### src/query_string_percent_decoder_defines.svh
// Assertion helpers for the query string decoder.
// All checks sample on the rising edge of clk and are off during reset.
`ifndef QUERY_STRING_PERCENT_DECODER_DEFINES_SVH
`define QUERY_STRING_PERCENT_DECODER_DEFINES_SVH

// Condition must never hold.
`define QSPD_ASSERT_NEVER(lbl, cond, msg) \
  lbl: assert property (@(posedge clk) disable iff (rst) !(cond)) else $error(msg);

// Antecedent implies consequent in the same cycle.
`define QSPD_ASSERT_IMPLIES(lbl, ante, cons, msg) \
  lbl: assert property (@(posedge clk) disable iff (rst) (ante) |-> (cons)) else $error(msg);

`endif

### src/qspd_pkg.sv
`default_nettype none

package qspd_pkg;

  // Width of the source offset counter
  localparam int OFFSET_BITS  = 16;
  // Width of the reported error offset
  localparam int ERR_OFF_BITS = 16;

  typedef logic [OFFSET_BITS-1:0]  offset_t;
  typedef logic [ERR_OFF_BITS-1:0] err_off_t;

  // Result kinds
  localparam logic [1:0] KIND_NAME  = 2'd0;
  localparam logic [1:0] KIND_VALUE = 2'd1;
  localparam logic [1:0] KIND_PAIR  = 2'd2;
  localparam logic [1:0] KIND_ERROR = 2'd3;

  // Error kinds
  localparam logic ERR_PERCENT = 1'b0;
  localparam logic ERR_UTF8    = 1'b1;

  // Result queue sizing
  localparam int FIFO_DEPTH = 4;
  localparam int FIFO_AW    = $clog2(FIFO_DEPTH);
  localparam int FIFO_CW    = $clog2(FIFO_DEPTH + 1);

  // One result transaction
  typedef struct packed {
    logic [1:0] kind;
    logic [7:0] data;
    logic       error_kind;
    err_off_t   err_offset;
    logic       last;
  } result_t;

  // Core status seen by the top level
  typedef struct packed {
    logic discarding;
  } core_status_t;

  // Queue status seen by the top level
  typedef struct packed {
    logic [FIFO_CW-1:0] count;
    logic               room;
  } fifo_status_t;

endpackage

`default_nettype wire

### src/qspd_in_reg.sv
`default_nettype none

// Input register: holds one raw byte until the core steps on it.
module qspd_in_reg (
  input  wire logic       clk,
  input  wire logic       rst,
  input  wire logic       in_valid,
  output logic            in_ready,
  input  wire logic [7:0] data_byte,
  input  wire logic       frame_end,
  input  wire logic       take,
  output logic            held_valid,
  output logic [7:0]      held_byte,
  output logic            held_end
);

  // Room when empty or when the held byte leaves this cycle
  assign in_ready = !held_valid || take;

  always_ff @(posedge clk) begin
    if (rst) begin
      held_valid <= 1'b0;
    end else if (in_valid && in_ready) begin
      held_valid <= 1'b1;
    end else if (take) begin
      held_valid <= 1'b0;
    end
  end

  // Payload, no reset
  always_ff @(posedge clk) begin
    if (in_valid && in_ready) begin
      held_byte <= data_byte;
      held_end  <= frame_end;
    end
  end

endmodule

`default_nettype wire

### src/qspd_core.sv
`default_nettype none

// Decoder step: splits pairs, undoes escapes, tracks UTF-8 and builds up to
// two results for each raw byte.
module qspd_core (
  input  wire logic             clk,
  input  wire logic             rst,
  input  wire logic             form_mode,
  input  wire logic             step,
  input  wire logic [7:0]       data_byte,
  input  wire logic             frame_end,
  output logic [1:0]            res_n,
  output qspd_pkg::result_t     res0,
  output qspd_pkg::result_t     res1,
  output qspd_pkg::core_status_t status
);

  localparam logic [7:0] CH_PERCENT = 8'h25;
  localparam logic [7:0] CH_PLUS    = 8'h2B;
  localparam logic [7:0] CH_AMP     = 8'h26;
  localparam logic [7:0] CH_EQ      = 8'h3D;
  localparam logic [7:0] CH_SPACE   = 8'h20;

  localparam logic [1:0] ESC_IDLE = 2'd0;
  localparam logic [1:0] ESC_HIGH = 2'd1;
  localparam logic [1:0] ESC_LOW  = 2'd2;

  // Limits on the second byte of a multi-byte sequence
  localparam logic [2:0] CLS_ANY   = 3'd0;
  localparam logic [2:0] CLS_A0_BF = 3'd1;
  localparam logic [2:0] CLS_80_9F = 3'd2;
  localparam logic [2:0] CLS_90_BF = 3'd3;
  localparam logic [2:0] CLS_80_8F = 3'd4;

  typedef struct packed {
    logic [1:0]        rem;
    logic [2:0]        cls;
    qspd_pkg::offset_t seq_start;
    logic              pend;
    qspd_pkg::offset_t err_at;
  } utf_state_t;

  typedef struct packed {
    qspd_pkg::offset_t position;
    logic              in_value;
    logic [1:0]        esc_phase;
    qspd_pkg::offset_t esc_start;
    logic [3:0]        high_nibble;
    logic              high_ok;
    utf_state_t        utf;
    logic              discarding;
  } core_state_t;

  function automatic qspd_pkg::offset_t sat_inc(input qspd_pkg::offset_t v);
    qspd_pkg::offset_t r;
    if (v == '1) r = v;
    else         r = v + qspd_pkg::offset_t'(1);
    return r;
  endfunction

  // {valid, value} of one hex digit
  function automatic logic [4:0] hex_decode(input logic [7:0] c);
    logic [4:0] r;
    if (c inside {[8'h30:8'h39]})      r = {1'b1, 4'(c - 8'h30)};
    else if (c inside {[8'h61:8'h66]}) r = {1'b1, 4'(c - 8'h57)};
    else if (c inside {[8'h41:8'h46]}) r = {1'b1, 4'(c - 8'h37)};
    else                               r = 5'd0;
    return r;
  endfunction

  // Feed one decoded byte into the UTF-8 checker
  function automatic utf_state_t utf_feed(input utf_state_t s, input logic [7:0] d,
                                          input qspd_pkg::offset_t src);
    utf_state_t r;
    logic [7:0] lo;
    logic [7:0] hi;
    r  = s;
    lo = 8'h80;
    hi = 8'hBF;
    case (s.cls)
      CLS_A0_BF: lo = 8'hA0;
      CLS_80_9F: hi = 8'h9F;
      CLS_90_BF: lo = 8'h90;
      CLS_80_8F: hi = 8'h8F;
      default: begin
      end
    endcase
    if (s.pend) begin
      r = s;
    end else if (s.rem != 2'd0) begin
      if (d >= lo && d <= hi) begin
        r.rem = s.rem - 2'd1;
        r.cls = CLS_ANY;
      end else begin
        r.pend   = 1'b1;
        r.err_at = s.seq_start;
      end
    end else begin
      r.seq_start = src;
      r.cls       = CLS_ANY;
      if (d < 8'h80) begin
        r.rem = 2'd0;
      end else if (d inside {[8'hC2:8'hDF]}) begin
        r.rem = 2'd1;
      end else if (d inside {[8'hE0:8'hEF]}) begin
        r.rem = 2'd2;
        if (d == 8'hE0)      r.cls = CLS_A0_BF;
        else if (d == 8'hED) r.cls = CLS_80_9F;
      end else if (d inside {[8'hF0:8'hF4]}) begin
        r.rem = 2'd3;
        if (d == 8'hF0)      r.cls = CLS_90_BF;
        else if (d == 8'hF4) r.cls = CLS_80_8F;
      end else begin
        r.pend   = 1'b1;
        r.err_at = src;
      end
    end
    return r;
  endfunction

  core_state_t st;
  core_state_t st_next;

  logic              is_amp;
  logic              is_eq;
  logic              is_data;
  logic [4:0]        hx;
  core_state_t       a;
  logic              d_emit;
  logic [7:0]        d_byte;
  logic              d_bad;
  qspd_pkg::offset_t d_err_off;
  logic              need_ec;
  logic              ec_bad;
  logic              ec_kind;
  qspd_pkg::offset_t ec_off;
  logic              bad;
  qspd_pkg::result_t r_end;
  logic              r_end_valid;

  assign status.discarding = st.discarding;

  always_comb begin
    is_amp  = (data_byte == CH_AMP);
    is_eq   = (data_byte == CH_EQ) && !st.in_value;
    is_data = !is_amp && !is_eq;
    hx      = hex_decode(data_byte);

    // Data byte handling on a copy of the state
    a         = st;
    d_emit    = 1'b0;
    d_byte    = data_byte;
    d_bad     = 1'b0;
    d_err_off = '0;
    if (is_data) begin
      case (st.esc_phase)
        ESC_HIGH: begin
          a.high_ok     = hx[4];
          a.high_nibble = hx[4] ? hx[3:0] : 4'd0;
          a.esc_phase   = ESC_LOW;
        end
        ESC_LOW: begin
          if (!st.high_ok) begin
            d_bad     = 1'b1;
            d_err_off = sat_inc(st.esc_start);
          end else if (!hx[4]) begin
            d_bad     = 1'b1;
            d_err_off = st.position;
          end else begin
            d_byte      = {st.high_nibble, hx[3:0]};
            d_emit      = 1'b1;
            a.esc_phase = ESC_IDLE;
            a.utf       = utf_feed(st.utf, {st.high_nibble, hx[3:0]}, st.esc_start);
          end
        end
        default: begin
          if (data_byte == CH_PERCENT) begin
            a.esc_phase = ESC_HIGH;
            a.esc_start = st.position;
          end else begin
            if (form_mode && data_byte == CH_PLUS) d_byte = CH_SPACE;
            d_emit = 1'b1;
            a.utf  = utf_feed(st.utf, d_byte, st.position);
          end
        end
      endcase
    end

    // End of component check: escape first, then UTF-8
    ec_bad  = (a.esc_phase != ESC_IDLE) || a.utf.pend || (a.utf.rem != 2'd0);
    ec_kind = (a.esc_phase != ESC_IDLE) ? qspd_pkg::ERR_PERCENT : qspd_pkg::ERR_UTF8;
    if (a.esc_phase != ESC_IDLE) ec_off = a.esc_start;
    else if (a.utf.pend)         ec_off = a.utf.err_at;
    else                         ec_off = a.utf.seq_start;

    need_ec = is_amp || is_eq || (is_data && !d_bad && frame_end);
    bad     = d_bad || (need_ec && ec_bad);

    // Result that closes the component, if any
    r_end       = '0;
    r_end_valid = 1'b0;
    if (need_ec) begin
      if (ec_bad) begin
        r_end.kind       = qspd_pkg::KIND_ERROR;
        r_end.error_kind = ec_kind;
        r_end.err_offset = qspd_pkg::ERR_OFF_BITS'(ec_off);
        r_end_valid      = 1'b1;
      end else if (is_amp || frame_end) begin
        r_end.kind  = qspd_pkg::KIND_PAIR;
        r_end_valid = 1'b1;
      end
    end

    // Assemble results
    res0  = '0;
    res1  = '0;
    res_n = 2'd0;
    if (d_bad) begin
      res0.kind       = qspd_pkg::KIND_ERROR;
      res0.error_kind = qspd_pkg::ERR_PERCENT;
      res0.err_offset = qspd_pkg::ERR_OFF_BITS'(d_err_off);
      res_n           = 2'd1;
    end else begin
      if (d_emit) begin
        res0.kind = st.in_value ? qspd_pkg::KIND_VALUE : qspd_pkg::KIND_NAME;
        res0.data = d_byte;
        res_n     = 2'd1;
      end
      if (r_end_valid) begin
        if (res_n == 2'd0) res0 = r_end;
        else               res1 = r_end;
        res_n = res_n + 2'd1;
      end
    end
    if (bad || frame_end) begin
      if (res_n == 2'd2)      res1.last = 1'b1;
      else if (res_n == 2'd1) res0.last = 1'b1;
    end
    if (st.discarding) res_n = 2'd0;

    // State update
    st_next = st;
    if (step) begin
      if (frame_end) begin
        st_next = '0;
      end else if (st.discarding) begin
        st_next = st;
      end else if (bad) begin
        st_next.discarding = 1'b1;
      end else begin
        if (is_data) begin
          st_next = a;
        end else begin
          st_next             = '0;
          st_next.in_value    = is_eq;
        end
        st_next.position   = sat_inc(st.position);
        st_next.discarding = 1'b0;
      end
    end
  end

  always_ff @(posedge clk) begin
    if (rst) begin
      st <= '0;
    end else begin
      st <= st_next;
    end
  end

endmodule

`default_nettype wire

### src/qspd_out_fifo.sv
`default_nettype none

// Result queue: takes up to two results a cycle, hands out one.
module qspd_out_fifo (
  input  wire logic               clk,
  input  wire logic               rst,
  input  wire logic [1:0]         push_n,
  input  wire qspd_pkg::result_t  push0,
  input  wire qspd_pkg::result_t  push1,
  output logic                    out_valid,
  input  wire logic               out_ready,
  output qspd_pkg::result_t       head,
  output qspd_pkg::fifo_status_t  status
);

  qspd_pkg::result_t mem [qspd_pkg::FIFO_DEPTH];

  logic [qspd_pkg::FIFO_AW-1:0] wr_ptr;
  logic [qspd_pkg::FIFO_AW-1:0] rd_ptr;
  logic [qspd_pkg::FIFO_CW-1:0] count;
  logic                         pop;

  assign out_valid     = (count != '0);
  assign pop           = out_valid && out_ready;
  assign head          = mem[rd_ptr];
  assign status.count  = count;
  // Room for a worst-case step of two results
  assign status.room   = (count <= qspd_pkg::FIFO_CW'(qspd_pkg::FIFO_DEPTH - 2));

  // Pointers and fill level
  always_ff @(posedge clk) begin
    if (rst) begin
      wr_ptr <= '0;
      rd_ptr <= '0;
      count  <= '0;
    end else begin
      wr_ptr <= wr_ptr + qspd_pkg::FIFO_AW'(push_n);
      if (pop) rd_ptr <= rd_ptr + qspd_pkg::FIFO_AW'(1);
      count  <= count + qspd_pkg::FIFO_CW'(push_n) - qspd_pkg::FIFO_CW'(pop);
    end
  end

  // Storage
  always_ff @(posedge clk) begin
    if (push_n != 2'd0) mem[wr_ptr] <= push0;
    if (push_n == 2'd2) mem[wr_ptr + qspd_pkg::FIFO_AW'(1)] <= push1;
  end

endmodule

`default_nettype wire

### src/query_string_percent_decoder.sv
`default_nettype none
// Channel  | Signals                                      | Handshake
// ---------+----------------------------------------------+------------------
// in       | data_byte, frame_end                         | in_valid/in_ready
// out      | kind, out_byte, error_kind, err_offset, last | out_valid/out_ready
// config   | cfg_data (form_mode)                         | cfg_write
//
// One raw byte per cycle while the queue has room: a byte is held in the input
// register, the decode step runs on it and pushes its results into a four-entry queue.
// A byte's first result reaches the output through the input register and the queue.
// A byte that yields two results costs an extra output transfer; the queue
// absorbs it and in_ready drops only when fewer than two entries are free.
// Synchronous reset clears all decoder state, the queue and form_mode.
// A stalled output holds the head result; input stops below two free entries.
`include "query_string_percent_decoder_defines.svh"

module query_string_percent_decoder (
  input  wire logic        clk,
  input  wire logic        rst,
  input  wire logic        cfg_write,
  input  wire logic        cfg_data,
  input  wire logic        in_valid,
  output logic             in_ready,
  input  wire logic [7:0]  data_byte,
  input  wire logic        frame_end,
  output logic             out_valid,
  input  wire logic        out_ready,
  output logic [1:0]       kind,
  output logic [7:0]       out_byte,
  output logic             error_kind,
  output logic [15:0]      err_offset,
  output logic             last
);

  logic                   form_mode;
  logic                   held_valid;
  logic [7:0]             held_byte;
  logic                   held_end;
  logic                   take;
  logic [1:0]             res_n;
  logic [1:0]             push_n;
  qspd_pkg::result_t      res0;
  qspd_pkg::result_t      res1;
  qspd_pkg::result_t      head;
  qspd_pkg::core_status_t core_st;
  qspd_pkg::fifo_status_t fifo_st;

  // Mode register
  always_ff @(posedge clk) begin
    if (rst) begin
      form_mode <= 1'b0;
    end else if (cfg_write) begin
      form_mode <= cfg_data;
    end
  end

  // Step when a byte is held and the queue can take two results
  assign take   = held_valid && fifo_st.room;
  assign push_n = take ? res_n : 2'd0;

  qspd_in_reg u_in_reg (
    .clk        (clk),
    .rst        (rst),
    .in_valid   (in_valid),
    .in_ready   (in_ready),
    .data_byte  (data_byte),
    .frame_end  (frame_end),
    .take       (take),
    .held_valid (held_valid),
    .held_byte  (held_byte),
    .held_end   (held_end)
  );

  qspd_core u_core (
    .clk       (clk),
    .rst       (rst),
    .form_mode (form_mode),
    .step      (take),
    .data_byte (held_byte),
    .frame_end (held_end),
    .res_n     (res_n),
    .res0      (res0),
    .res1      (res1),
    .status    (core_st)
  );

  qspd_out_fifo u_out_fifo (
    .clk       (clk),
    .rst       (rst),
    .push_n    (push_n),
    .push0     (res0),
    .push1     (res1),
    .out_valid (out_valid),
    .out_ready (out_ready),
    .head      (head),
    .status    (fifo_st)
  );

  assign kind       = head.kind;
  assign out_byte   = head.data;
  assign error_kind = head.error_kind;
  assign err_offset = head.err_offset;
  assign last       = head.last;

  // Checks
  `QSPD_ASSERT_NEVER(a_fifo_overflow,
    fifo_st.count > qspd_pkg::FIFO_CW'(qspd_pkg::FIFO_DEPTH), "result queue overflow")
  `QSPD_ASSERT_IMPLIES(a_error_closes_frame,
    push_n != 2'd0 && res0.kind == qspd_pkg::KIND_ERROR,
    push_n == 2'd1 && res0.last, "error result not final")
  `QSPD_ASSERT_IMPLIES(a_second_error_last,
    push_n == 2'd2 && res1.kind == qspd_pkg::KIND_ERROR, res1.last, "error result not final")
  `QSPD_ASSERT_IMPLIES(a_discard_silent,
    take && core_st.discarding, push_n == 2'd0, "results pushed while discarding")

endmodule

`default_nettype wire
### config.mk
export PLATFORM = sky130hd
export DESIGN_NAME = query_string_percent_decoder
export DESIGN_NICKNAME = d
export VERILOG_FILES = /design/src/qspd_pkg.sv /design/src/qspd_in_reg.sv /design/src/qspd_core.sv /design/src/qspd_out_fifo.sv /design/src/query_string_percent_decoder.sv
export VERILOG_INCLUDE_DIRS = /design/src /design/src/src
export SDC_FILE = /design/constraint.sdc
export NUM_CORES = 1
export LEC_CHECK = 0
export ABC_CLOCK_PERIOD_IN_PS = 18000
export BUFFER_PORTS_ARGS = -buffer_cell sky130_fd_sc_hd__buf_2
export CORE_ASPECT_RATIO = 2
export CORE_MARGIN = 1
export CORE_UTILIZATION = 50
export CTS_BUF_LIST = sky130_fd_sc_hd__clkbuf_4 sky130_fd_sc_hd__clkbuf_8
export DETAILED_ROUTE_END_ITERATION = 12
export PLACE_DENSITY = 0.66
export SYNTH_ARGS = -nofsm -noshare
export SYNTH_HDL_FRONTEND = slang
export SYNTH_SLANG_ARGS = --single-unit
### constraint.sdc
create_clock -name clk -period 18 [get_ports clk]
set_clock_uncertainty 0.1 [all_clocks]
set_input_delay 3.6 -clock clk [delete_from_list [all_inputs] [get_ports clk]]
set_output_delay 3.6 -clock clk [all_outputs]
set_load 0.05 [all_outputs]
==> flow_results.xml, run 1 <==
<?xml version="1.0" encoding="UTF-8"?>
<metrics>
  <group name="power">
    <metric name="cellLeakagePower" unit="nW">5.25</metric>
    <metric name="combinationalPowerShare" unit="">0.310</metric>
    <metric name="power.ir.vdd_worst" unit="mV">0.0634</metric>
    <metric name="power.share.switching" unit="">0.379</metric>
    <metric name="power.internal" unit="W">0.000921</metric>
    <metric name="netSwitchingPower" unit="W">0.000563</metric>
    <metric name="p_clk_frac" unit="">0.289</metric>
    <metric name="total_power" unit="W">0.00148</metric>
    <metric name="power_density" unit="nW/um^2">103</metric>
    <metric name="seqPwrFrac" unit="">0.401</metric>
  </group>
  <group name="grt">
    <metric name="first_global_vias" unit="">12704</metric>
    <metric name="grt_util_all_layers" unit="">0.349</metric>
    <metric name="gr-total-overflow" unit="">0</metric>
    <metric name="wire_length_of_the_first_global_routing_pass" unit="mm">73.1</metric>
    <metric name="pin_count_of_the_biggest_net_entering_global_routing" unit="">61</metric>
    <metric name="antenna_violations_before_repair" unit="">1</metric>
  </group>
  <group name="place">
    <metric name="place_inst" unit="">1843</metric>
    <metric name="dp_hpwl" unit="mm">33.6</metric>
    <metric name="buffer_ports.inserted" unit="">44</metric>
    <metric name="gp_congestion" unit="">1.05</metric>
  </group>
  <group name="setup_path">
    <metric name="timing.rr.start" unit="">u_in_reg.held_byte[1]</metric>
    <metric name="worst_setup_path_start_kind" unit="">flip-flop</metric>
    <metric name="worstSetupEndpointType" unit="">flip-flop</metric>
    <metric name="worstPathArrival" unit="ns">7.93</metric>
    <metric name="worst_ep_required_time" unit="ns">18.13</metric>
    <metric name="critPathKind" unit="">reg -&gt; reg</metric>
    <metric name="crit_path_max_fanout" unit="">31</metric>
    <metric name="crit_path_start" unit="">u_in_reg.held_byte[1]</metric>
  </group>
  <group name="min_path">
    <metric name="min_path_type" unit="">reg -&gt; reg</metric>
    <metric name="min_from" unit="">u_out_fifo.mem[2][18]</metric>
  </group>
  <group name="sta">
    <metric name="final-max-slew-violation-count" unit="">0</metric>
    <metric name="finalSetupTns" unit="ns">0</metric>
    <metric name="timing.final.hold_violations" unit="">0</metric>
    <metric name="unrepaired_setup_endpoints_after_global_routing" unit="">false</metric>
    <metric name="hold_slack" unit="ns">0.373</metric>
    <metric name="clock.fmax" unit="GHz">0.128</metric>
    <metric name="worst_slew_margin_rel" unit="">0.166</metric>
    <metric name="post-route-period-util" unit="">0.434</metric>
    <metric name="final-setup-viol-count" unit="">0</metric>
    <metric name="min_period" unit="ns">7.81</metric>
    <metric name="worst_pin_slew" unit="ns">1.24</metric>
  </group>
  <group name="synthesis">
    <metric name="synth.net_count" unit="">1615</metric>
    <metric name="synth.avg_cell_area" unit="um^2">8.50</metric>
    <metric name="ys.warnings.count" unit="">0</metric>
    <metric name="async_reset_ff_frac" unit="">0</metric>
    <metric name="yosysSeqAreaShare" unit="">0.382</metric>
    <metric name="synth_top_cells_by_area" unit="">edfxtp_1 (20%), dfxtp_1 (18%), a21oi_1 (4.9%)</metric>
    <metric name="synthFlopType" unit="">dfxtp_1</metric>
    <metric name="synth.most_common_cell" unit="">nand2_1</metric>
    <metric name="synth_cells" unit="">1576</metric>
    <metric name="synth_top_cell_area_share" unit="">0.199</metric>
    <metric name="synth_common_cells" unit="">nand2_1 (164), nor2_1 (150), a21oi_1 (130)</metric>
    <metric name="synth_top_area_cell" unit="">edfxtp_1</metric>
    <metric name="synth_cell_type_count" unit="">87</metric>
    <metric name="synth_edf_count" unit="">89</metric>
    <metric name="postSynthRegisterBits" unit="">211</metric>
    <metric name="mappedNetlistArea" unit="um^2">13400</metric>
  </group>
  <group name="cts">
    <metric name="cts_repair_resize_count" unit="">0</metric>
    <metric name="cts-hold-fix-buffers" unit="">0</metric>
    <metric name="level_count_of_the_clock_h_tree" unit="">2</metric>
    <metric name="cts-buffers-inserted" unit="">34</metric>
    <metric name="insertion_delay_to_the_later_sink_of_the_worst_skew_pair" unit="ns">0.59</metric>
    <metric name="clock_tree.buffer_depth" unit="">3</metric>
    <metric name="cts-root-buf" unit="">clkbuf_8</metric>
    <metric name="cts.reportedPaths.clkPinSlew" unit="ns">0.07</metric>
    <metric name="post-cts-setup-buffer-count" unit="">0</metric>
    <metric name="tritoncts" unit="">done</metric>
    <metric name="sinks_on_the_clock_net" unit="">211</metric>
  </group>
  <group name="final_layout">
    <metric name="number_of_inserted_diodes" unit="">0</metric>
    <metric name="final_net_count" unit="">1574</metric>
    <metric name="drive_above_1_share" unit="">0.123</metric>
    <metric name="area_growth_syn_to_layout" unit="%">7.18</metric>
    <metric name="final_cells" unit="">1902</metric>
    <metric name="finish.utilization" unit="">0.547</metric>
  </group>
  <group name="routing">
    <metric name="routed_vias" unit="">13246</metric>
    <metric name="drtPass1Iterations" unit="">6</metric>
    <metric name="drtAntennaViolNets" unit="">0</metric>
    <metric name="drc_errors" unit="">0</metric>
    <metric name="via_per_inst" unit="">6.96</metric>
    <metric name="dr.first_iter.drc_count" unit="">1677</metric>
    <metric name="routed_wire_length_per_instance" unit="um">25.3</metric>
    <metric name="routed_wirelength" unit="mm">48.1</metric>
  </group>
  <group name="run">
    <metric name="drv.max_cap_violation_count" unit="">0</metric>
  </group>
  <group name="die">
    <metric name="coreArea" unit="um^2">26300</metric>
    <metric name="design.die.area" unit="um^2">27500</metric>
    <metric name="die_w" unit="um">118</metric>
    <metric name="dieHeight" unit="um">234</metric>
    <metric name="rows" unit="">84</metric>
    <metric name="pin_count" unit="">45</metric>
    <metric name="floorplan.initialDensity" unit="">0.510</metric>
  </group>
  <group name="outcome">
    <metric name="status" unit="">complete, no violations</metric>
  </group>
</metrics>
[flip-flops by register name (all words and copies together), names as in the netlist, named ones only]
register / count
u_core.st: 61
u_in_reg.held_byte: 8
form_mode: 1
u_in_reg.held_end: 1
u_out_fifo.count: 3
u_out_fifo.rd_ptr: 2
u_core.a: 17
u_out_fifo.mem: 112
u_in_reg.held_valid: 1
u_core.status: 1
u_out_fifo.wr_ptr: 2
[metrics by stage]
step                cell area, um^2  setup WS [ns]
finish                        14400          10.19
global route                  14400           9.69
CTS                           14400          10.40
detailed placement            13700          10.51
global placement              13700          10.80
floorplan                     13400          12.23
[critical path, stage by stage (launching register included)]
cell,delay (ns)
edfxtp_1,0.60
inv_1,0.16
ha_1,0.28
nor3b_1,0.45
nor2_1,0.16
a21o_1,0.29
and2_1,0.21
o311a_1,0.40
nor3_2,0.51
a21oi_1,0.20
o211ai_1,0.24
buf_4,0.25
nand2b_2,0.20
a21oi_1,0.17
a21oi_1,0.26
ha_1,0.31
o31a_1,0.37
nand2_1,0.90
nor2_1,0.19
o21ai_1,0.92
o22ai_1,0.28
[final timing paths]
path / to / slack [ns] / depth (start not counted)
max: u_out_fifo.mem[0][5] / 10.19 / 20
max reg2reg: u_out_fifo.mem[0][5] / 10.19 / 20
min: u_out_fifo.mem[2][18] / 0.37 / 2
min reg2reg: u_out_fifo.mem[2][18] / 0.37 / 2
[cell type report]
class	count	area (um^2)
timing repair buffer	69	408
fill	2484	11900
sequential	211	5120
multi-input combinational	1193	7630
tap	344	430
clock buffer	47	597
inverter	26	97.6
clock inverter	12	83.8
[logic make-up after synthesis]
kind of cell	count (synthesis)	share of synthesized area
xor+xnor	25	0.0163
mux	40	0.0560
fa+ha+maj	24	0.0230
compound gates	554	0.275
flops	211	0.382
buf+inv	172	0.0507
simple gates	550	0.198
[layout by cell type (no fill, tap or decap), types with 36 or more instances in the layout]
master and count:
a21oi_1 128, a22o_1 36, buf_2 44, clkbuf_8 39, dfxtp_1 121, edfxtp_1 89
nand2_1 164, nand3_1 65, nor2_1 149, o21ai_0 122, o22ai_1 79
[layer usage]
| layer | up-vias | routed length (um) | GRT usage |
|---|---|---|---|
| met2 | 860 | 23800 | 0.612 |
| met4 | 2 | 4230 | 0.283 |
| met5 | - | 13 | 0 |
| li1 | 5877 | - | - |
| met1 | 6200 | 16300 | 0.362 |
| met3 | 307 | 3730 | 0.0674 |
[power by group through the flow]
stage | combinational (W) | clock (W) | sequential [W]
floorplan | 0.000374 | 0 | 0.000572
global route | 0.000486 | 0.000453 | 0.000602
global placement | 0.000450 | 0 | 0.000603
finish | 0.000460 | 0.000429 | 0.000595
CTS | 0.000455 | 0.000432 | 0.000595
detailed placement | 0.000454 | 0 | 0.000605
(Power assumes the default switching activity.)
==> run 2, diff against run 1 <==
Settings changed: ABC_CLOCK_PERIOD_IN_PS 18000 to 6950, PLACE_DENSITY 0.66 to 0.69.
Clock period 18 ns to 6.95 ns, I/O delays scaled along.
==> run 2 against run 1 <==
Effect of this change:
- final area up 1.3%
- die area stayed put
- non-clock buffer count rose by 25
- critical path depth rose by 1
- clock power rose to 2.6 times the previous value
- sequential share of layout area shrank 0.46 points
- via count fell by 0.23%
- cell count rose by 1.2%
- worst hold slack is essentially flat
- count of clock-buffer cells in the layout decreased by 4
- combinational power rose to 2.7 times the previous value
- largest cell class unchanged
==> flow_results.xml, run 2 (same netlist as run 1, synthesis figures left out) <==
<?xml version="1.0" encoding="UTF-8"?>
<metrics>
  <group name="sta">
    <metric name="unrepaired_setup_endpoints_after_global_routing" unit="">false</metric>
    <metric name="post-route-period-util" unit="">0.940</metric>
    <metric name="worst_pin_slew" unit="ns">1.22</metric>
    <metric name="timing.final.hold_violations" unit="">0</metric>
    <metric name="clock.fmax" unit="GHz">0.153</metric>
    <metric name="final-setup-viol-count" unit="">0</metric>
    <metric name="final-max-slew-violation-count" unit="">0</metric>
    <metric name="finalSetupTns" unit="ns">0</metric>
    <metric name="min_period" unit="ns">6.54</metric>
    <metric name="worst_slew_margin_rel" unit="">0.187</metric>
    <metric name="worst_slack" unit="ns">0.415</metric>
  </group>
  <group name="final_layout">
    <metric name="area_growth_syn_to_layout" unit="%">8.59</metric>
    <metric name="drive_above_1_share" unit="">0.136</metric>
    <metric name="multi_input_comb_area" unit="um^2">7630</metric>
    <metric name="fin_area" unit="um^2">14600</metric>
    <metric name="num-fill-cells" unit="">2444</metric>
    <metric name="mostFrequentLayoutCell" unit="">nand2_1</metric>
    <metric name="largest_register_ffs" unit="">112</metric>
    <metric name="final_net_count" unit="">1596</metric>
    <metric name="sequential_standard_cell_area" unit="um^2">5120</metric>
    <metric name="final_cell_mix" unit="">nand2_1 (164), nor2_1 (148), a21oi_1 (128)</metric>
    <metric name="register_with_the_highest_flop_count" unit="">u_out_fifo.mem</metric>
    <metric name="finish.utilization" unit="">0.554</metric>
  </group>
  <group name="routing">
    <metric name="drc_errors" unit="">0</metric>
    <metric name="routed_wire_length_per_instance" unit="um">25.2</metric>
    <metric name="dr.first_iter.drc_count" unit="">1589</metric>
    <metric name="routed_wirelength" unit="mm">48.4</metric>
    <metric name="routed_vias" unit="">13216</metric>
    <metric name="via_per_inst" unit="">6.87</metric>
    <metric name="drtAntennaViolNets" unit="">0</metric>
    <metric name="drtPass1Iterations" unit="">6</metric>
  </group>
  <group name="cts">
    <metric name="cts-root-buf" unit="">clkbuf_8</metric>
    <metric name="cts-buffers-inserted" unit="">31</metric>
    <metric name="insertion_delay_to_the_later_sink_of_the_worst_skew_pair" unit="ns">0.61</metric>
    <metric name="sinks_on_the_clock_net" unit="">211</metric>
    <metric name="clock_tree.buffer_depth" unit="">3</metric>
    <metric name="post-cts-setup-buffer-count" unit="">0</metric>
    <metric name="cts.reportedPaths.clkPinSlew" unit="ns">0.07</metric>
    <metric name="cts-hold-fix-buffers" unit="">0</metric>
    <metric name="level_count_of_the_clock_h_tree" unit="">1</metric>
    <metric name="tritoncts" unit="">done</metric>
  </group>
  <group name="min_path">
    <metric name="min_to" unit="">u_out_fifo.mem[2][22]</metric>
    <metric name="worst_hold_path.num_cells" unit="">2</metric>
    <metric name="min_from" unit="">u_out_fifo.mem[2][22]</metric>
    <metric name="min_path_type" unit="">reg -&gt; reg</metric>
  </group>
  <group name="place">
    <metric name="place_area" unit="um^2">13900</metric>
    <metric name="buffer_ports.inserted" unit="">44</metric>
    <metric name="detailedPlace.worstSlack" unit="ns">0.354</metric>
    <metric name="gp_congestion" unit="">1.00</metric>
    <metric name="dp_hpwl" unit="mm">34.9</metric>
  </group>
  <group name="setup_path">
    <metric name="worst_setup_path_start_kind" unit="">flip-flop</metric>
    <metric name="worstPathArrival" unit="ns">6.74</metric>
    <metric name="r2r_end" unit="">u_out_fifo.mem[3][11]</metric>
    <metric name="timing.reg2reg.worst_path_depth" unit="">21</metric>
    <metric name="timing.reg2reg.setup_slack" unit="ns">0.41</metric>
    <metric name="worstSetupEndpointType" unit="">flip-flop</metric>
    <metric name="worst_ep_required_time" unit="ns">7.16</metric>
    <metric name="timing.rr.start" unit="">u_in_reg.held_byte[0]</metric>
    <metric name="critPathKind" unit="">reg -&gt; reg</metric>
    <metric name="crit_path_max_fanout" unit="">13</metric>
  </group>
  <group name="grt">
    <metric name="antenna_violations_before_repair" unit="">0</metric>
    <metric name="grt_util_all_layers" unit="">0.350</metric>
    <metric name="pin_count_of_the_biggest_net_entering_global_routing" unit="">61</metric>
    <metric name="first_global_vias" unit="">12695</metric>
    <metric name="gr-total-overflow" unit="">0</metric>
    <metric name="wire_length_of_the_first_global_routing_pass" unit="mm">73.8</metric>
  </group>
  <group name="power">
    <metric name="seqPwrFrac" unit="">0.396</metric>
    <metric name="total_power" unit="W">0.00387</metric>
    <metric name="p_clk_frac" unit="">0.288</metric>
    <metric name="combinationalPowerShare" unit="">0.315</metric>
    <metric name="power_density" unit="nW/um^2">266</metric>
    <metric name="power.internal" unit="W">0.00241</metric>
    <metric name="power.share.switching" unit="">0.376</metric>
    <metric name="cellLeakagePower" unit="nW">5.35</metric>
    <metric name="power.ir.vdd_worst" unit="mV">0.158</metric>
    <metric name="netSwitchingPower" unit="W">0.00146</metric>
  </group>
  <group name="die">
    <metric name="floorplan.initialDensity" unit="">0.510</metric>
    <metric name="design.die.area" unit="um^2">27500</metric>
    <metric name="dieHeight" unit="um">234</metric>
    <metric name="coreArea" unit="um^2">26300</metric>
    <metric name="die_w" unit="um">118</metric>
    <metric name="rows" unit="">84</metric>
    <metric name="pin_count" unit="">45</metric>
  </group>
  <group name="run">
    <metric name="drv.max_cap_violation_count" unit="">0</metric>
  </group>
  <group name="outcome">
    <metric name="status" unit="">complete, no violations</metric>
  </group>
</metrics>
==> run 2: cell count changes in the layout (fill, tap and decap cells not counted) <==
cell / change
clkinv_2: -4
diode_2: +1
clkinvlp_4: +2
nor2_2: +1
bufinv_16: +2
nand2b_1: -1
buf_4: +25
clkbuf_8: -5
clkbuf_4: +1
nor2_1: -1
nand2b_2: +1
==> run 2: worst max path at each step <==
stage	from	slack [ns]	end	cells after the start
2_1_floorplan	u_in_reg.held_byte[1]	1.31	u_out_fifo.mem[2][8]	22
4_1_cts	u_in_reg.held_byte[0]	0.30	u_out_fifo.mem[2][9]	20
5_1_grt	u_in_reg.held_byte[0]	0.05	u_out_fifo.mem[3][8]	21
3_3_place_gp	u_in_reg.held_byte[0]	0.50	u_out_fifo.mem[2][11]	20
3_5_place_dp	u_in_reg.held_byte[0]	0.35	u_out_fifo.mem[2][9]	20
6_report	u_in_reg.held_byte[0]	0.41	u_out_fifo.mem[3][11]	21
==> run 2: cell type report <==
cell class              instances  share of cell area
inverters                      26             0.00671
flip-flops and latches        211               0.352
repair buffers                 94              0.0409
clock inverters                12             0.00954
multi-input cells            1193               0.525
well taps                     344              0.0296
clock buffers                  43              0.0368
diodes                          1            0.000172
==> run 2: timing repair <==
action | 4_1_cts | 5_1_grt
hold endpoints to repair | 0 | 0
endpoints found under the setup margin | 0 | 15
gates resized for setup | 0 | 2
==> run 2: critical path, cell delays in order, from the launching register on <==
cell	delay, ns
edfxtp_1	0.57
inv_1	0.19
ha_1	0.21
nor3b_1	0.47
nor2_1	0.18
a21o_1	0.32
a21boi_1	0.35
a2111oi_0	0.17
or4_1	0.54
nor4_1	0.49
a311oi_4	0.12
nand2b_2	0.18
a21oi_1	0.08
buf_4	0.18
a21oi_1	0.21
ha_1	0.32
o31a_1	0.38
nand3_1	0.14
nor2_1	0.05
a31oi_1	0.26
nand2b_1	0.55
o22ai_1	0.18
==> run 2: per-stage QoR <==
stage,std cells,hold WS [ns]
global placement,1868,0.348
CTS,1923,0.377
finish,1924,0.372
floorplan,1576,0.338
global route,1923,0.398
detailed placement,1868,0.362
==> run 2: power by group through the flow <==
stage	combinational [W]	sequential, W	clock, W
2_1_floorplan	0.000968	0.00148	0
3_3_place_gp	0.00119	0.00156	0
3_5_place_dp	0.00120	0.00156	0
4_1_cts	0.00121	0.00154	0.00113
5_1_grt	0.00129	0.00155	0.00116
6_report	0.00122	0.00153	0.00112
==> run 2: per-layer routing <==
metal,part of all wire,global-route usage
met3,0.077,0.0559
met5,0,0
met2,0.50,0.623
met1,0.33,0.358
met4,0.093,0.293
==> run 3, diff against run 2 <==
Settings changed: ABC_CLOCK_PERIOD_IN_PS 6950 to 6700, PLACE_DENSITY 0.69 to 0.66.
Clock period 6.95 ns to 6.7 ns, I/O delays scaled along.
==> run 3 against run 2 <==
Effect of this change:
- sequential power is 5% higher
- clock power is 16% higher
- setup slack worse by 0.065 ns
- flip-flop and latch count stayed put
- largest cell class unchanged
- wire length is 0.66% higher
- fmax is 2.9% higher
- utilization is 0.58 points higher
==> flow_results.xml, run 3 (same netlist as run 1, synthesis figures left out) <==
<?xml version="1.0" encoding="UTF-8"?>
<metrics>
  <group name="routing">
    <metric name="dr.first_iter.drc_count" unit="">1374</metric>
    <metric name="drtAntennaViolNets" unit="">0</metric>
    <metric name="via_per_inst" unit="">6.85</metric>
    <metric name="routed_wire_length_per_instance" unit="um">25.2</metric>
    <metric name="routed_wirelength" unit="mm">48.7</metric>
    <metric name="routed_vias" unit="">13250</metric>
    <metric name="drtPass1Iterations" unit="">5</metric>
    <metric name="drc_errors" unit="">0</metric>
  </group>
  <group name="min_path">
    <metric name="min_path_type" unit="">reg -&gt; reg</metric>
    <metric name="min_to" unit="">u_out_fifo.mem[1][18]</metric>
    <metric name="min_from" unit="">u_out_fifo.mem[1][18]</metric>
    <metric name="worst_hold_path.num_cells" unit="">2</metric>
  </group>
  <group name="grt">
    <metric name="gr-total-overflow" unit="">0</metric>
    <metric name="grt.busiest_layer" unit="">met2</metric>
    <metric name="grtUsageMet1" unit="">0.368</metric>
    <metric name="grt_util_all_layers" unit="">0.353</metric>
    <metric name="grt_util_met2" unit="">0.628</metric>
    <metric name="first_global_vias" unit="">12855</metric>
    <metric name="pin_count_of_the_biggest_net_entering_global_routing" unit="">60</metric>
    <metric name="wire_length_of_the_first_global_routing_pass" unit="mm">73.9</metric>
    <metric name="antenna_violations_before_repair" unit="">1</metric>
    <metric name="fraction_of_met3_tracks_used_by_global_routing" unit="">0.0564</metric>
  </group>
  <group name="final_layout">
    <metric name="register_with_the_highest_flop_count" unit="">u_out_fifo.mem</metric>
    <metric name="final_cell_mix" unit="">nand2_1 (164), nor2_1 (149), a21oi_1 (128)</metric>
    <metric name="area_growth_syn_to_layout" unit="%">9.73</metric>
    <metric name="final_cells" unit="">1933</metric>
    <metric name="drive_above_1_share" unit="">0.142</metric>
    <metric name="finish.utilization" unit="">0.560</metric>
    <metric name="final_net_count" unit="">1602</metric>
    <metric name="mostFrequentLayoutCell" unit="">nand2_1</metric>
    <metric name="largest_register_ffs" unit="">112</metric>
    <metric name="fin_area" unit="um^2">14700</metric>
  </group>
  <group name="cts">
    <metric name="tritoncts" unit="">done</metric>
    <metric name="insertion_delay_to_the_later_sink_of_the_worst_skew_pair" unit="ns">0.63</metric>
    <metric name="level_count_of_the_clock_h_tree" unit="">1</metric>
    <metric name="cts-hold-fix-buffers" unit="">0</metric>
    <metric name="sinks_on_the_clock_net" unit="">211</metric>
    <metric name="cts-root-buf" unit="">clkbuf_8</metric>
    <metric name="clock_tree.buffer_depth" unit="">3</metric>
    <metric name="cts-buffers-inserted" unit="">31</metric>
    <metric name="cts.reportedPaths.clkPinSlew" unit="ns">0.07</metric>
  </group>
  <group name="power">
    <metric name="power.share.switching" unit="">0.370</metric>
    <metric name="cellLeakagePower" unit="nW">5.37</metric>
    <metric name="seqPwrFrac" unit="">0.382</metric>
    <metric name="p_clk_frac" unit="">0.311</metric>
    <metric name="power.internal" unit="W">0.00263</metric>
    <metric name="netSwitchingPower" unit="W">0.00154</metric>
    <metric name="power_density" unit="nW/um^2">284</metric>
    <metric name="combinationalPowerShare" unit="">0.306</metric>
    <metric name="power.ir.vdd_worst" unit="mV">0.185</metric>
  </group>
  <group name="setup_path">
    <metric name="critPathSlowestCell" unit="">nor2_1</metric>
    <metric name="crit_chain" unit="">inv_1, ha_1, and4_1, nor2_1, a21oi_1, nor3_1, o21ai_0, a311oi_4, nand2b_2, a21oi_1, a21oi_1, ha_1, o31a_1, and2_1, a32oi_1, nand2b_2, o22ai_1</metric>
    <metric name="critPathKind" unit="">reg -&gt; reg</metric>
    <metric name="timing.rr.start" unit="">u_in_reg.held_byte[1]</metric>
    <metric name="cp_common_cell" unit="">a21oi_1</metric>
    <metric name="timing.reg2reg.worst_path_depth" unit="">17</metric>
    <metric name="worst_ep_required_time" unit="ns">6.93</metric>
    <metric name="crit_path_max_incr_delay" unit="ns">0.78</metric>
    <metric name="worstSetupEndpointType" unit="">flip-flop</metric>
    <metric name="worst_setup_path_start_kind" unit="">flip-flop</metric>
    <metric name="worstPathArrival" unit="ns">6.58</metric>
    <metric name="timing.reg2reg.setup_slack" unit="ns">0.35</metric>
    <metric name="crit_path_max_fanout" unit="">14</metric>
    <metric name="crit_path_start" unit="">u_in_reg.held_byte[1]</metric>
    <metric name="r2r_end" unit="">u_out_fifo.mem[2][11]</metric>
  </group>
  <group name="die">
    <metric name="design.die.area" unit="um^2">27500</metric>
    <metric name="dieHeight" unit="um">234</metric>
    <metric name="die_w" unit="um">118</metric>
    <metric name="coreArea" unit="um^2">26300</metric>
    <metric name="floorplan.initialDensity" unit="">0.510</metric>
    <metric name="rows" unit="">84</metric>
    <metric name="pin_count" unit="">45</metric>
  </group>
  <group name="sta">
    <metric name="timing.final.hold_violations" unit="">0</metric>
    <metric name="final-setup-viol-count" unit="">0</metric>
    <metric name="finalSetupTns" unit="ns">0</metric>
    <metric name="final-max-slew-violation-count" unit="">0</metric>
    <metric name="min_period" unit="ns">6.35</metric>
    <metric name="clock.fmax" unit="GHz">0.157</metric>
    <metric name="unrepaired_setup_endpoints_after_global_routing" unit="">false</metric>
    <metric name="post-route-period-util" unit="">0.948</metric>
    <metric name="hold_slack" unit="ns">0.372</metric>
    <metric name="worst_slew_margin_rel" unit="">0.247</metric>
    <metric name="worst_pin_slew" unit="ns">1.12</metric>
  </group>
  <group name="outcome">
    <metric name="status" unit="">complete, no violations</metric>
  </group>
  <group name="place">
    <metric name="place_area" unit="um^2">13900</metric>
    <metric name="place_inst" unit="">1874</metric>
    <metric name="dp_hpwl" unit="mm">34.1</metric>
    <metric name="buffer_ports.inserted" unit="">44</metric>
    <metric name="gp_congestion" unit="">1.03</metric>
  </group>
  <group name="run">
    <metric name="drv.max_cap_violation_count" unit="">0</metric>
  </group>
</metrics>
## run 3: repair_timing
action                     in CTS  in global routing
buffers inserted                0                  0
resized for setup               0                  6
setup endpoints to repair       0                 49
## run 3: power groups by stage
stage | Sequential [W] | Combinational [W] | Clock [W]
2_1_floorplan | 0.00154 | 0.00100 | 0
3_3_place_gp | 0.00162 | 0.00125 | 0
3_5_place_dp | 0.00162 | 0.00126 | 0
4_1_cts | 0.00160 | 0.00126 | 0.00130
5_1_grt | 0.00162 | 0.00135 | 0.00135
6_report | 0.00160 | 0.00128 | 0.00130
## run 3: area by class of cell
type	instances	area [um^2]
multi-input combinational	1193	7640
timing repair buffer	100	641
fill	2500	11600
tap	344	430
clock buffer	41	533
antenna	1	2.50
clock inverter	17	239
sequential	211	5120
inverter	26	97.6
## run 3: how the worst max path moves through the flow
| stage | end | slack, ns | cells after the start |
|---|---|---|---|
| 5_1_grt | u_out_fifo.mem[2][9] | 0.02 | 19 |
| 3_3_place_gp | u_out_fifo.mem[2][11] | 0.39 | 19 |
| 2_1_floorplan | u_out_fifo.mem[2][8] | 1.06 | 22 |
| 3_5_place_dp | u_out_fifo.mem[2][11] | 0.23 | 19 |
| 6_report | u_out_fifo.mem[2][11] | 0.35 | 17 |
| 4_1_cts | u_out_fifo.mem[2][11] | 0.20 | 19 |
## run 3: per-stage QoR
stage | setup WS (ns) | power, W
CTS | 0.204 | 0.00416
finish | 0.349 | 0.00417
global placement | 0.388 | 0.00287
floorplan | 1.06 | 0.00254
detailed placement | 0.227 | 0.00288
global route | 0.0181 | 0.00432
## run 3: critical path, delay by kind of cell, from the launching register on
kind | cells | cell delay [ns]
and+or+nand+nor | 6 | 2.46
AOI/OAI and AO/OA | 8 | 2.12
adders and majority gates | 2 | 0.63
DFF | 1 | 0.58
buffers and inverters | 1 | 0.14
## run 3: layer usage
| metal | up-vias | share of wire |
|---|---|---|
| met1 | 6325 | 0.35 |
| met4 | 0 | 0.084 |
| met5 | - | 0 |
| met3 | 273 | 0.065 |
| li1 | 5927 | - |
| met2 | 725 | 0.50 |
